<file path="src/awc_pkg.sv">
package awc_pkg;

    // Fixed-point format of the mix weight.
    localparam int WEIGHT_FRAC_BITS = 12;
    localparam int MIX_ONE          = 1 << WEIGHT_FRAC_BITS;

    // Width of the mix_weight register, fixed by the register map.
    localparam int MIX_W = 13;

    // Saturated weight t and its complement, 0 .. MIX_ONE.
    localparam int WT_W = WEIGHT_FRAC_BITS + 1;

    // Weighted alpha a * w, and the combined alpha S, both at most 255 * MIX_ONE.
    localparam int PROD_W = WEIGHT_FRAC_BITS + 8;

    // Color times weighted alpha.
    localparam int CPROD_W = PROD_W + 8;

    // Divider remainder holds 2 * num + S, which stays below 512 * S.
    localparam int REM_W = WEIGHT_FRAC_BITS + 17;

    // Aligned divisor 2 * S shifted up by seven quotient places.
    localparam int DV_W = REM_W - 1;

    // Eight quotient bits per channel, two of them per divider stage.
    localparam int Q_W             = 8;
    localparam int STEPS_PER_STAGE = 2;
    localparam int DIV_STAGES      = Q_W / STEPS_PER_STAGE;

    // Color lanes of a packed pixel.
    localparam int LANES = 3;

    // Cycles from an accepted word to its result strobe.
    localparam int PIPE_LAT = 4 + DIV_STAGES;

    // Nearly transparent threshold: 50 * S below 255 * MIX_ONE.
    localparam int THRESH_NUM = 255 * MIX_ONE;
    localparam int THRESH_W   = PROD_W + 6;

    // Control word that travels down the pipeline with the data.
    typedef struct packed {
        logic           valid;
        logic           clear;
        logic [7:0]     alpha;
    } t_ctl;

    // One color lane of the divider: partial remainder and quotient so far.
    typedef struct packed {
        logic [REM_W-1:0] rem;
        logic [Q_W-1:0]   q;
    } t_lane;

endpackage

</file>
<file path="src/awc_div_stage.sv">
module awc_div_stage
    import awc_pkg::*;
(
    input  logic                    i_clk,
    input  logic                    i_rst_n,
    input  t_ctl                    i_ctl,
    input  logic [DV_W-1:0]         i_dv,
    input  t_lane [LANES-1:0]       i_lane,
    output t_ctl                    o_ctl,
    output logic [DV_W-1:0]         o_dv,
    output t_lane [LANES-1:0]       o_lane
);

    t_ctl                r_ctl;
    logic [DV_W-1:0]     r_dv;
    t_lane [LANES-1:0]   r_lane;
    t_lane [LANES-1:0]   n_lane;

    // Two restoring division steps per lane against a fixed aligned divisor.
    // The remainder doubles after each step instead of shifting the divisor.
    always_comb begin
        logic [REM_W-1:0] rem;
        logic [Q_W-1:0]   q;
        logic [REM_W-1:0] dv_ext;
        dv_ext = REM_W'(i_dv);
        for (int l = 0; l < LANES; l++) begin
            rem = i_lane[l].rem;
            q   = i_lane[l].q;
            for (int s = 0; s < STEPS_PER_STAGE; s++) begin
                if (rem >= dv_ext) begin
                    rem = rem - dv_ext;
                    q   = {q[Q_W-2:0], 1'b1};
                end else begin
                    q   = {q[Q_W-2:0], 1'b0};
                end
                rem = {rem[REM_W-2:0], 1'b0};
            end
            n_lane[l].rem = rem;
            n_lane[l].q   = q;
        end
    end

    // The valid bit is control state and is cleared by reset; the payload is not.
    always_ff @(posedge i_clk) begin
        if (!i_rst_n) begin
            r_ctl.valid <= 1'b0;
        end else begin
            r_ctl.valid <= i_ctl.valid;
        end
        r_ctl.clear <= i_ctl.clear;
        r_ctl.alpha <= i_ctl.alpha;
        r_dv        <= i_dv;
        r_lane      <= n_lane;
    end

    assign o_ctl  = r_ctl;
    assign o_dv   = r_dv;
    assign o_lane = r_lane;

`ifndef SYNTHESIS
    // After each stage the halved remainder of every lane is below the divisor.
    a_rem_bound: assert property (@(posedge i_clk) disable iff (!i_rst_n)
        (r_ctl.valid && !r_ctl.clear) |->
            ((r_lane[0].rem >> 1) < REM_W'(r_dv)) &&
            ((r_lane[1].rem >> 1) < REM_W'(r_dv)) &&
            ((r_lane[2].rem >> 1) < REM_W'(r_dv)))
        else $error("divider remainder out of range");
`endif

endmodule

</file>
<file path="src/alpha_weighted_crossfade.sv">
// Alpha-weighted crossfade of two ARGB8888 pixels.
//
// Input channel: a word of two pixels (outgoing and incoming) is taken at a
// rising edge where start is high and busy is low. Busy is always low, so one
// word may be offered in every cycle and each word is independent.
// Configuration channel: the mix weight t (unsigned, 4096 means fully
// incoming) is written when i_cfg_valid and o_cfg_ready are both high. Ready
// is always high. Values above one are treated as one.
// Output channel: each result is on o_blended_pixel for one cycle, marked by
// o_valid, once its word has passed through the whole pipeline. Results come
// out in order, one per word, at up to one per cycle.
// Throughput is one word per cycle; the pipeline holds three arithmetic
// stages (weights, products, dividend), four divider stages of two
// quotient bits each, and the output register.
// The receiver cannot stall; the pipeline never holds a result back.
// Reset clears the weight to zero and drops every word in flight.
module alpha_weighted_crossfade
    import awc_pkg::*;
(
    input  logic                i_clk,
    input  logic                i_rst_n,
    input  logic                start,
    output logic                busy,
    input  logic [31:0]         i_outgoing_pixel,
    input  logic [31:0]         i_incoming_pixel,
    input  logic                i_cfg_valid,
    output logic                o_cfg_ready,
    input  logic [MIX_W-1:0]    i_cfg_data,
    output logic                o_valid,
    output logic [31:0]         o_blended_pixel
);

    logic [MIX_W-1:0]     r_mix_weight;

    // Stage 1: weighted alphas and color bytes.
    logic                 r1_valid;
    logic [PROD_W-1:0]    r1_wo;
    logic [PROD_W-1:0]    r1_wi;
    logic [23:0]          r1_co;
    logic [23:0]          r1_ci;
    logic [WT_W-1:0]      n_t;
    logic [PROD_W-1:0]    n_wo;
    logic [PROD_W-1:0]    n_wi;

    // Stage 2: color products, combined alpha, transparency and output alpha.
    logic                     r2_valid;
    logic [CPROD_W-1:0]       r2_po [LANES];
    logic [CPROD_W-1:0]       r2_pi [LANES];
    logic [PROD_W-1:0]        r2_s;
    logic                     r2_clear;
    logic [7:0]               r2_alpha;
    logic [PROD_W-1:0]        n_s;
    logic [THRESH_W-1:0]      n_s50;
    logic [PROD_W:0]          n_round;

    // Stage 3: dividend and aligned divisor.
    t_ctl                     r3_ctl;
    logic [DV_W-1:0]          r3_dv;
    t_lane [LANES-1:0]        r3_lane;
    t_lane [LANES-1:0]        n3_lane;

    // Divider chain.
    t_ctl                     d_ctl  [DIV_STAGES+1];
    logic [DV_W-1:0]          d_dv   [DIV_STAGES+1];
    t_lane [LANES-1:0]        d_lane [DIV_STAGES+1];

    // Output register.
    logic                     r_valid;
    logic [31:0]              r_blended;

    assign busy        = 1'b0;
    assign o_cfg_ready = 1'b1;

    // Mix weight register.
    always_ff @(posedge i_clk) begin
        if (!i_rst_n) begin
            r_mix_weight <= '0;
        end else if (i_cfg_valid && o_cfg_ready) begin
            r_mix_weight <= i_cfg_data;
        end
    end

    // Saturate the weight at one and weight both alphas.
    always_comb begin
        if (32'(r_mix_weight) > 32'(MIX_ONE)) begin
            n_t = WT_W'(MIX_ONE);
        end else begin
            n_t = WT_W'(r_mix_weight);
        end
        n_wo = PROD_W'(i_outgoing_pixel[31:24] * (WT_W'(MIX_ONE) - n_t));
        n_wi = PROD_W'(i_incoming_pixel[31:24] * n_t);
    end

    // Valid bits of the arithmetic stages.
    always_ff @(posedge i_clk) begin
        if (!i_rst_n) begin
            r1_valid     <= 1'b0;
            r2_valid     <= 1'b0;
        end else begin
            r1_valid     <= start && !busy;
            r2_valid     <= r1_valid;
        end
    end

    always_ff @(posedge i_clk) begin
        r1_wo <= n_wo;
        r1_wi <= n_wi;
        r1_co <= i_outgoing_pixel[23:0];
        r1_ci <= i_incoming_pixel[23:0];
    end

    // Combined alpha, the transparency test and the rounded output alpha.
    always_comb begin
        n_s     = r1_wo + r1_wi;
        n_s50   = THRESH_W'(n_s) * THRESH_W'(50);
        n_round = (PROD_W+1)'(n_s) + (PROD_W+1)'(MIX_ONE / 2);
    end

    always_ff @(posedge i_clk) begin
        for (int l = 0; l < LANES; l++) begin
            r2_po[l] <= CPROD_W'(r1_co[8*l +: 8] * r1_wo);
            r2_pi[l] <= CPROD_W'(r1_ci[8*l +: 8] * r1_wi);
        end
        r2_s     <= n_s;
        r2_clear <= n_s50 < THRESH_W'(THRESH_NUM);
        r2_alpha <= n_round[WEIGHT_FRAC_BITS +: 8];
    end

    // Dividend 2 * num + S for each lane; the quotient starts empty.
    always_comb begin
        logic [CPROD_W:0] num;
        for (int l = 0; l < LANES; l++) begin
            num             = (CPROD_W+1)'(r2_po[l]) + (CPROD_W+1)'(r2_pi[l]);
            n3_lane[l].rem  = REM_W'({num, 1'b0} + (CPROD_W+2)'(r2_s));
            n3_lane[l].q    = '0;
        end
    end

    // Stage 3 register; only its valid bit is cleared by reset.
    always_ff @(posedge i_clk) begin
        if (!i_rst_n) begin
            r3_ctl.valid <= 1'b0;
        end else begin
            r3_ctl.valid <= r2_valid;
        end
        r3_ctl.clear <= r2_clear;
        r3_ctl.alpha <= r2_alpha;
        r3_dv        <= DV_W'({r2_s, 1'b0}) << (Q_W - 1);
        r3_lane      <= n3_lane;
    end

    assign d_ctl[0]  = r3_ctl;
    assign d_dv[0]   = r3_dv;
    assign d_lane[0] = r3_lane;

    // Pipelined divider, two quotient bits per stage.
    for (genvar k = 0; k < DIV_STAGES; k++) begin : g_div
        awc_div_stage u_stage (
            .i_clk   (i_clk),
            .i_rst_n (i_rst_n),
            .i_ctl   (d_ctl[k]),
            .i_dv    (d_dv[k]),
            .i_lane  (d_lane[k]),
            .o_ctl   (d_ctl[k+1]),
            .o_dv    (d_dv[k+1]),
            .o_lane  (d_lane[k+1])
        );
    end

    // Output register: pack the pixel or force transparent black.
    always_ff @(posedge i_clk) begin
        if (!i_rst_n) begin
            r_valid <= 1'b0;
        end else begin
            r_valid <= d_ctl[DIV_STAGES].valid;
        end
    end

    always_ff @(posedge i_clk) begin
        if (d_ctl[DIV_STAGES].clear) begin
            r_blended <= '0;
        end else begin
            r_blended <= {d_ctl[DIV_STAGES].alpha,
                          d_lane[DIV_STAGES][2].q,
                          d_lane[DIV_STAGES][1].q,
                          d_lane[DIV_STAGES][0].q};
        end
    end

    assign o_valid         = r_valid;
    assign o_blended_pixel = r_blended;

`ifndef SYNTHESIS
    // Every result strobe belongs to an accepted input word.
    a_latency: assert property (@(posedge i_clk) disable iff (!i_rst_n)
        o_valid |-> $past(start && !busy, PIPE_LAT))
        else $error("result strobe without a matching input word");

    // Every accepted word gives a result strobe.
    a_no_drop: assert property (@(posedge i_clk) disable iff (!i_rst_n)
        (start && !busy) |-> ##PIPE_LAT (o_valid || !i_rst_n))
        else $error("input word lost in the pipeline");

    // A pixel that is not transparent black carries a nonzero alpha.
    a_alpha: assert property (@(posedge i_clk) disable iff (!i_rst_n)
        (o_valid && (o_blended_pixel != 32'd0)) |-> (o_blended_pixel[31:24] != 8'd0))
        else $error("opaque color with zero alpha");
`endif

endmodule
</file>
<file path="config.mk">
export PLATFORM = sky130hd
export DESIGN_NAME = alpha_weighted_crossfade
export DESIGN_NICKNAME = d
export VERILOG_FILES = /design/src/awc_pkg.sv /design/src/awc_div_stage.sv /design/src/alpha_weighted_crossfade.sv
export SDC_FILE = /design/constraint.sdc
export NUM_CORES = 2
export LEC_CHECK = 0
export BUFFER_PORTS_ARGS = -buffer_cell sky130_fd_sc_hd__buf_2
export CORE_AREA = 2 2 601 454
export CTS_BUF_LIST = sky130_fd_sc_hd__clkbuf_2
export DETAILED_ROUTE_END_ITERATION = 8
export DIE_AREA = 0 0 603 456
export PLACE_DENSITY = 0.51
export RECOVER_POWER = 25
export REMOVE_ABC_BUFFERS = 1
export SYNTH_ARGS = -nofsm -noshare
export SYNTH_HDL_FRONTEND = slang
export SYNTH_SLANG_ARGS = --single-unit
</file>
<file path="constraint.sdc">
create_clock -name i_clk -period 7.1 [get_ports i_clk]
set_input_delay 2.13 -clock i_clk [delete_from_list [all_inputs] [get_ports i_clk]]
set_output_delay 2.13 -clock i_clk [all_outputs]
set_load 0.03 [all_outputs]
</file>
After elaboration in Yosys (flattened, before gate mapping)
Memories as Yosys holds them, arrays and structs flattened.
Cells that the tools add are included.

storage, ports and cells
  flip-flop bits (word level) = 694
  memory bits (writable) = 168
  input port bits = 81
  output and inout port bits = 35
  logic and storage cells = 177
  memories kept = 2

cells by class
  $add $sub $neg = 30
  multiply operators = 9
  order comparisons = 26
  mux-type cells = 46

memories
  memory  depth  bits a word  read ports  clocked after Yosys merged registers in  wr ports  line                            source
  r2_pi   3      28           3           0                                        3         alpha_weighted_crossfade.sv:48  logic [CPROD_W-1:0] r2_pi [LANES];
  r2_po   3      28           3           0                                        3         alpha_weighted_crossfade.sv:47  logic [CPROD_W-1:0] r2_po [LANES];

operators by type and width
  kind                                                                    number
  29-bit by 28-bit greater-or-equal comparator with 1-bit output          24
  28-bit 2-to-1 mux                                                       21
  28-bit subtractor                                                       21
  8-bit by 20-bit multiplier with 28-bit output                           6
  29-bit by 20-bit adder with 29-bit output                               3
  28-bit adder                                                            3
  26-bit by 20-bit < comparator with 1-bit output, second input constant  1
  20-bit by 5-bit multiplier with 25-bit output, second input constant    1
  1-bit 2-to-1 mux                                                        24
  20-bit by 12-bit adder with 20-bit output, second input constant        1
  20-bit adder                                                            1
  8-bit by 13-bit multiplier with 20-bit output                           1
  9-bit by 14-bit multiplier with 20-bit output                           1
  13-bit by 13-bit subtractor with 14-bit output, first input constant    1
  13-bit greater-than comparator, second input constant                   1
  13-bit 2-to-1 mux                                                       1

Longest topological paths before layout
  depth after elaboration = 4
  depth in mapped cells = 31

Cells and area by module
A second synthesis with hierarchy kept.

unflattened totals
  cell total of the unflattened synthesis = 12366
  area, all modules = 107386.7 µm²

modules (own cells, without submodules)
  module                                 times used  cells an instance  area an instance (µm²)  sequential area each (µm²)
  alpha_weighted_crossfade               1           6067               54593.6                 8948.6
  awc_div_stage at g_div[0].u_stage ...  3           1587               13256.5                 2922.8
  awc_div_stage at g_div[3].u_stage      1           1538               13023.7                 2922.8

Worst setup path after synthesis
OpenSTA, ideal clock, no wires.

  path type = input to register
  start point = input i_outgoing_pixel[24]
  end point = register r1_wo[18]
  arrival = 6.737 ns
  setup slack = 0.236 ns
  cell stages on the path = 21
  path through = clkbuf_1 > nand2_1 > fa_1 > inv_1 > fa_1 > inv_1 > fa_1 > fa_1 > inv_1 > ha_1 > o21ai_0 > a21boi_0 > o21ai_0 > a21boi_0 > o21ai_0 > a21boi_0 > o21ai_0 > a21oi_1 > o21ai_0 > nor4b_1 > or3_1

between the ends
  longest elaborated chain between the ends = 1

ends and longest elaborated chain
  item                                           line                             source
  start: declaration                             alpha_weighted_crossfade.sv:24   input logic [31:0] i_outgoing_pixel,
  9-bit by 14-bit multiplier with 20-bit output  alpha_weighted_crossfade.sv:90   n_wo = PROD_W'(i_outgoing_pixel[31:24] * (WT_W'(MIX_ONE) - n_t));
  named net n_wo[18]                             alpha_weighted_crossfade.sv:42   logic [PROD_W-1:0] n_wo;
  end signal: assignment                         alpha_weighted_crossfade.sv:106  r1_wo <= n_wo;
  end: declaration                               alpha_weighted_crossfade.sv:37   logic [PROD_W-1:0] r1_wo;

The timed path passes the listed nets, and every way through them passes these cells.
A chain may end at the register's enable or synchronous reset.

==> results.yml <==
status:
  status: "complete, no violations"
setup_path:
  crit_path_max_fanout: 21
  cp_slowest_stage_delay_ps: 400
  cp_data_required_time_ps: 8580
  worst_setup_path_start_kind: "register"
  crit_type: "reg2reg"
  worstPathArrival_ps: 8200
  end_kind: "register"
  crit_slowest_cell: "a2111oi_4"
global_routing:
  busiest_layer: "met2"
  grtUsageMet1_pct: 27.49
  grt_pass1_wl_um: 411700
  grt_pass1_vias: 70290
  antenna_found_initial: 40
  overflow: 0
  grt_util_met3_pct: 3.372
  met2_usage_pct: 29.80
  track_usage_pct: 19.32
  grt_max_degree: 33
yosys:
  yosysUniqueCellTypes: 91
  netlist_area_um2: 85650
  ys.flop_type: "dfxtp_1"
  synth_cells: 9671
  synth_area_leader_cell: "fa_1"
  ys_seq_area_share_pct: 19.24
  synth_edf_count: 0
  synth_warnings: 0
  syn_avg_cell_area_um2: 8.856
  ys_ff_latch: 823
  netlist.area_leader.share_pct: 19.54
  synthTopCellsByArea: "fa_1 (20%), dfxtp_1 (19%), ha_1 (16%)"
  async_flop_share_pct: 0
sta:
  slew_headroom_pct: 18.01
  rsz0062_at_grt: "false"
  hold_violations: 0
  skew_ps: 273.0
  drv_slew: 0
  setup_viol: 0
  max_slew.worst_pin.slew_ps: 1221
  setup_ws_ps: 387.5
  clock.fmax_ghz: 0.1490
  period_needed_ps: 6713
  min_period_over_period_pct: 94.54
clocking:
  ctsRootBufferMaster: "clkbuf_2"
  htreeDepth: 4
  cts_buffers: 232
  max-clock-path-buffers: 4
  tritoncts: "built"
  cts.clk_slew.worst_paths_ps: 120
  hold_buffers: 0
  cts_num_sinks: 823
  clkLatencyLatePin_ps: 1760
placement:
  place_congestion: 0.9048
  pre_cts_ws_ps: -65.92
  port_buffers: 113
  place_area_um2: 91970
  hpwl_um: 219900
floorplanning:
  core-area_um2: 268600
  dieArea_um2: 275000
  pin_count: 116
  rows: 165
  initial_utilization_pct: 31.89
  die_h_um: 456
  die_x_um: 603
layout:
  final_util_pct: 35.05
  drive_above_1_share_pct: 10.23
  final_nets: 12010
  final_area_um2: 94150
  area_growth_pct: 9.922
job:
  cap_violations: 0
detailed_routing:
  drt_iter0_markers: 4174
  vias: 68760
  avgRoutedWirePerCell_um: 19.51
  ant_nets: 0
  drcViolationCount: 0
  wl_um: 269100
  drt_pass1_iterations: 5
  vias_per_cell: 4.986
worst_hold_path:
  hp-class: "reg2reg"
-- flip-flops by register name, indices dropped and copies added (netlist names) --
register              cells
r1_wo                    20
r2_po                    84
g_div.u_stage.o_ctl      40
g_div.u_stage.o_dv       60
r1_valid                  1
r1_ci                    24
r2_pi                    84
o_valid                   1
r1_co                    24
r2_s                     20
r2_clear                  1
r1_wi                    20
d_lane                   85
r3_dv                    19
r2_valid                  1
o_blended_pixel          32
r2_alpha                  8
r_mix_weight             13
d_ctl                    10
g_div.u_stage.o_lane    276
-- worst paths after layout --
check	start	end	slack (ps)	cells after the start
hold / removal	r3_dv[14]$_DFF_P_	g_div[0].u_stage.o_dv[14]$_DFF_P_	180	0
hold reg to reg	r3_dv[14]$_DFF_P_	g_div[0].u_stage.o_dv[14]$_DFF_P_	180	0
setup / recovery	r3_dv[12]$_DFF_P_	g_div[0].u_stage.o_lane[56]$_DFF_P_	390	31
setup reg to reg	r3_dv[12]$_DFF_P_	g_div[0].u_stage.o_lane[56]$_DFF_P_	390	31
-- timing repair --
item                                    4_1_cts  5_1_grt
resized for setup                             0        9
endpoints found under the hold margin         0        0
endpoints found under the setup margin        0       29
buffers inserted                              0        0
-- placed cells by master (no fill, tap or decap), types with 16 or more instances in the layout --
| cell type | instances |
|---|---|
| nor2b_1 | 174 |
| nor3_1 | 112 |
| buf_4 | 279 |
| a211oi_1 | 40 |
| o41ai_1 | 19 |
| xnor2_1 | 459 |
| mux2_4 | 16 |
| nand4_1 | 93 |
| fa_1 | 836 |
| a21boi_0 | 71 |
| xor2_1 | 166 |
| o31ai_1 | 41 |
| buf_2 | 91 |
| ha_1 | 1063 |
| o21bai_1 | 68 |
| a31oi_1 | 51 |
| clkbuf_1 | 23 |
| mux2i_1 | 44 |
| o21ai_0 | 382 |
| dfxtp_1 | 817 |
| and3_1 | 48 |
| nand2_1 | 995 |
| or2_2 | 22 |
| nor4_1 | 36 |
| clkinv_1 | 49 |
| or3_1 | 28 |
| a21o_1 | 246 |
| a21oi_1 | 534 |
| inv_1 | 1174 |
| o211ai_1 | 23 |
| and2_1 | 557 |
| nand3_1 | 95 |
| mux2_2 | 238 |
| clkbuf_2 | 300 |
| nor2_1 | 504 |
| o21a_1 | 82 |
| a211o_1 | 18 |
| nand2b_1 | 89 |
| clkinv_2 | 24 |
-- worst max-delay path, delay by kind of cell (launching register included) --
| kind | cells | cell delay [ps] |
|---|---|---|
| buffers and inverters | 6 | 840 |
| flip-flops | 1 | 390 |
| AO/OA/AOI/OAI | 18 | 3630 |
| multiplexers | 2 | 670 |
| AND/OR/NAND/NOR | 3 | 450 |
| adder cells (fa/ha/maj) | 2 | 610 |
-- synth_stat cells, types with 12 or more instances --
library cell	count
inv_1	1174
ha_1	1063
nand2_1	995
fa_1	836
dfxtp_1	823
and2_1	557
a21oi_1	536
nor2_1	504
xnor2_1	459
o21ai_0	386
clkbuf_1	256
a21o_1	246
mux2_2	238
nor2b_1	174
xor2_1	166
nor3_1	112
nand3_1	95
nand4_1	93
nand2b_1	89
o21a_1	82
a21boi_0	72
o21bai_1	68
a31oi_1	53
and3_1	48
mux2i_1	44
o31ai_1	43
a211oi_1	41
nor4_1	36
or3_1	28
o211ai_1	23
or2_2	22
o41ai_1	20
a211o_1	18
buf_2	17
mux2_4	16
and4_1	13
or4_1	13
a311oi_1	12
a41o_1	12
-- area by class of cell --
class,count,area [µm²]
tap,3590,4492
clock inverter,91,653.1
multi-input combinational,7396,63740
timing repair buffer,403,2836
antenna,13,32.53
clock buffer,300,1501
inverter,1175,4410
fill,27740,174400
sequential,823,16480
-- routing by layer --
metal	up-vias	routed length, µm
met2	1811	114700
met1	33600	129800
met3	397	17120
met4	14	7349
li1	32940	-
met5	-	91
-- kinds of logic after synthesis --
logic type               share of synthesized area [%]
other                                         0.008768
flip-flops                                       19.24
multiplexers                                     3.924
XOR/XNOR                                         6.418
buffers and inverters                            6.472
adder cells (fa/ha/maj)                          35.07
AO/OA/AOI/OAI                                    12.81
AND/OR/NAND/NOR                                  16.07
-- stage by stage --
step                      hold WS [ps]  setup TNS, ps  instances
final                            183.9              0      13790
after detailed placement         312.0         -78.00      13390
after global routing             182.2              0      13780
after global placement           310.0         -233.3      13390
after CTS                        154.7              0      13780
after floorplan                  309.6         -10090       9394
Power is left out: the tool's default activity adds up to more than one toggle a clock period on the data nets, which glitch-free logic cannot reach.
